**src/sv/ipi_merge.sv**
```systemverilog
`default_nettype none
module ipi_merge (
  input  logic        clk,
  input  logic        rst,
  input  logic        en,
  input  logic [63:0] sq [3],
  input  logic [20:0] thr,
  output logic        still
);

  logic [65:0] norm;
  logic [41:0] thr2;

  always_comb begin
    norm = 66'(sq[0]) + 66'(sq[1]) + 66'(sq[2]);
    thr2 = thr * thr;
  end

  always_ff @(posedge clk) begin
    if (rst)     still <= 1'b1;
    else if (en) still <= (norm < 66'(thr2));
  end

endmodule
`default_nettype wire

```
**config.mk**
```make
export PLATFORM = sky130hd
export DESIGN_NAME = ipi_merge
export DESIGN_NICKNAME = d
export VERILOG_FILES = /design/src/sv/ipi_merge.sv
export SDC_FILE = /design/constraint.sdc
export NUM_CORES = 1
export LEC_CHECK = 0
export BUFFER_PORTS_ARGS = -buffer_cell sky130_fd_sc_hd__buf_2
export CAP_MARGIN = 20
export CORE_MARGIN = 2
export CORE_UTILIZATION = 40
export DETAILED_ROUTE_END_ITERATION = 10
export GPL_ROUTABILITY_DRIVEN = 0
export PLACE_DENSITY = 0.63
export SETUP_SLACK_MARGIN = 0.15
export SKIP_LAST_GASP = 1
export SYNTH_ARGS = -nofsm -noshare
export SYNTH_HDL_FRONTEND = slang
export SYNTH_SLANG_ARGS = --single-unit
export TNS_END_PERCENT = 5
```
**constraint.sdc**
```tcl
create_clock -name clk -period 10 [get_ports clk]
set_input_delay 1.5 -clock clk [delete_from_list [all_inputs] [get_ports clk]]
set_output_delay 1.5 -clock clk [all_outputs]
set_load 0.01 [all_outputs]
```
* Word-level counts from Yosys, hierarchy flattened
Cells that the tools add are included.
** Cells by class
- Magnitude comparators :: 1
- Multiply operators :: 1
- $add $sub $neg :: 2
** Operators by type and width (count)
- $add 65x64->66 :: 1
- $lt 66x42->1 :: 1
- $add 64x64->65 :: 1
- $mul 21x21->42 :: 1
** Storage, ports and cells
- Output and inout port bits :: 1
- Word-level logic and storage cells :: 5
- Input port bits :: 216
- Register bits :: 1

* Depth between registers and ports, before layout
- Depth in word-level cells :: 3
- Mapped depth :: 43
- Gate-level depth less buffers :: 42

* Least setup slack after synthesis
No wires, ideal clock.
- Kind :: input to register
- From :: input thr[3]
- To :: register still
- Stages on the path :: 41
- Data arrival time :: 10.660 ns
- Setup time :: 0.059 ns
- Path slack :: -0.719 ns
- Required time :: 9.941 ns
- Buffers on the path :: 2
- Cell sequence :: clkbuf_1 > clkbuf_1 > nand2_1 > fa_1 > inv_1 > fa_1 > inv_1 > fa_1 > inv_1 > fa_1 > inv_1 > fa_1 > inv_1 > fa_1 > inv_1 > fa_1 > inv_1 > ha_1 > [5 not listed] > a221oi_1 > o21ai_0 > a2111oi_0 > nor3_1 > a31o_2 > a21oi_1 > xnor2_1 > ha_1 > a2111oi_0 > nand4_1 > a211oi_1 > o2111ai_1 > nor2_1 > nand4_1 > or4bb_1 > nor4_1 > nand4_1 > nand2_1
** Between the ends
- Cells in the longest elaborated chain, start to end :: 2
** Ends and longest elaborated chain
- start: declaration :: RTL line 7 : input logic [20:0] thr,
- $mul 21x21->42 :: RTL line 16 : thr2 = thr * thr;
- $lt 66x42->1 :: RTL line 21 : else if (en) still <= (norm < 66'(thr2));
- end signal: assignment :: RTL line 21
- end: declaration :: RTL line 8 : output logic still
Every way passes these cells.
A chain may end at the register's enable or synchronous reset.

* Worst setup path in the final report
- From :: input thr[6]
- To :: register still
Same word-level chain as after synthesis.

==> results.txt <==
pin slew with the least headroom to its limit: 938 ps
Port Buffers: 216
Initial Utilization: 0.405
largest net degree at the start of global routing: 19
Seq/Total Area, Yosys: 0.00106
Critical Path Sink Type: flip-flop
Synth warnings: 0
Die Span X: 221 µm
CTS clk-pin slew, worst paths: 0 ps
I/O pins: 217
vias in the first global route: 17.9k
Startpoint Class: input port
crit-path max cell delay: 530 ps
Buf+Inv Stages, Crit Path: 9
CP Class: in2reg
Largest Register: still
Yosys top cell area share: 0.403
min-delay worst type: reg2reg
final worst setup slack: -502 ps
initial antenna violation count: 1
Synth area leaders: fa_1 40%, ha_1 17%, inv_1 9.9%
max-slew violations: 0
routed len/inst: 15.4 µm
full die area: 0.0490 mm²
failing checks: design-rule violations, negative setup slack
Largest regs: still (1)
Post-Layout Cell Count: 3179
DR pass1 iterations: 8
Fin Setup TNS: -502 ps
post-route ant nets: 0
final period utilization: 1.05
antenna cells: 0
Commonest cells post-synth: 498 x inv_1, 381 x fa_1, 258 x ha_1
Worst Path Arrival: 10440 ps
Primary FF master, synth: dfxtp_1
syn_area_per_cell: 8.56 µm²
Max-Slew Margin vs Limit: 0.359
pre-CTS setup slack: -729 ps
residual DRC count: 2
Post-synth ARST share: 0
Post-synth EDFFs: 0
fin crit period: 10500 ps
Final setup violation count: 1
Worst path slowest cell: fa_1
Placed Instances: 3177
die height: 221 µm
number of flip-flops in the largest register: 1
count of state elements after synthesis: 1
max cap viols: 0
Area growth, synth to finish: 19.4%
layout cells sized above 1: 0.200
most common cell in the synthesized netlist: inv_1
Max Clk Rate: 0.0952 GHz
Post-Synthesis Cells: 2210
delay-heaviest family, CP: adder cells
syn_nets: 3065
DR iter-0 viols: 848
routed vias: 16.3k
Max FO, Critical Path: 8
Clock Latency Late Sink: 0 ps
RSZ-0062 raised after global routing: true
total gr overflow: 0
DP HPWL: 45000 µm
area of the core: 0.0467 mm²
global-route wire length before repair: 84800 µm
# rows: 79
Worst Clk Skew: 0 ps
most used cell, CP: fa_1
Mapped Area: 0.0189 mm²
final wirelength: 49100 µm
top cell type by total area after synthesis: fa_1
Final Hold Violating Endpoints: 0
status: finished, violations left
number of vias per cell: 5.13
Worst Path Required: 9940 ps
Distinct cells, synth: 69
fin nets: 3429
overall global routing resource usage: 0.206
Core Util, Final: 0.484
==> final cells by class <==
| class | count | area (µm²) |
|---|---|---|
| inverter | 498 | 1870 |
| fill | 4532 | 24100 |
| tap | 607 | 759 |
| multi-input combinational | 1647 | 17200 |
| timing repair buffer | 426 | 2770 |
| sequential | 1 | 20.0 |
==> kinds of logic (layout without fill, tap and decap cells) <==
| group | after synthesis | count (layout) | synth area share |
|---|---|---|---|
| fa+ha+maj | 639 | 639 | 0.574 |
| buf+inv | 562 | 924 | 0.112 |
| simple gates | 532 | 532 | 0.140 |
| compound gates | 371 | 371 | 0.124 |
| xor+xnor | 100 | 100 | 0.0463 |
| mux | 5 | 5 | 0.00278 |
| flops | 1 | 1 | 0.00106 |
==> tightest hold or removal path, cell delays in order (launching register included) <==
cell and delay (ps):
dfxtp_1 310, a21oi_1 60, nand2_1 50
==> path summary, 6_finish.rpt <==
kind / start / to / slack (ps) / depth (start not counted)
setup / recovery: thr[6] / still$_SDFFE_PP1P_ / -500 / 42
hold / removal: still$_SDFFE_PP1P_ / still$_SDFFE_PP1P_ / 460 / 2
hold reg to reg: still$_SDFFE_PP1P_ / still$_SDFFE_PP1P_ / 460 / 2
setup reg to reg: still$_SDFFE_PP1P_ / still$_SDFFE_PP1P_ / 9410 / 2
==> what timing repair did <==
action	in CTS	in global routing
hold buffers	0	0
buffers inserted	1	1
setup endpoints to repair	1	1
pin swaps	20	35
hold endpoints to repair	0	0
gates resized for setup	24	18
==> stage by stage <==
stage                     area (µm²)  hold slack, ps
after global routing           22600             486
after CTS                      22500             455
after global placement         22400             462
after floorplan                19300             499
final                          22600             460
after detailed placement       22400             454
==> cell usage in the layout, fill, tap and decap left out, types with 9 or more instances in the layout <==
| cell type | n |
|---|---|
| inv_1 | 492 |
| fa_1 | 375 |
| ha_1 | 248 |
| buf_2 | 209 |
| buf_4 | 206 |
| nand2_1 | 182 |
| a21oi_1 | 129 |
| and2_1 | 96 |
| nor2_1 | 80 |
| o21ai_0 | 66 |
| xnor2_1 | 60 |
| a21o_1 | 41 |
| xor2_1 | 39 |
| nand4_1 | 29 |
| nor3_1 | 21 |
| o21bai_1 | 20 |
| nand3_1 | 17 |
| and3_1 | 15 |
| nand2_2 | 13 |
| nand2b_1 | 12 |
| a31oi_1 | 12 |
| a211oi_1 | 11 |
| o211ai_1 | 11 |
| nor2b_1 | 11 |
| and2_4 | 9 |
| o21a_1 | 9 |
| ha_4 | 9 |
==> per-layer routing <==
layer,track usage,part of all wire,vias to the layer above
met4,0.0388,0.020,0
met5,0,0,-
met3,0.0171,0.043,74
met2,0.387,0.53,389
met1,0.258,0.41,8071
li1,-,-,7766
Power is left out: the tool's default activity adds up to more than one toggle a clock period on the data nets, which glitch-free logic cannot reach.
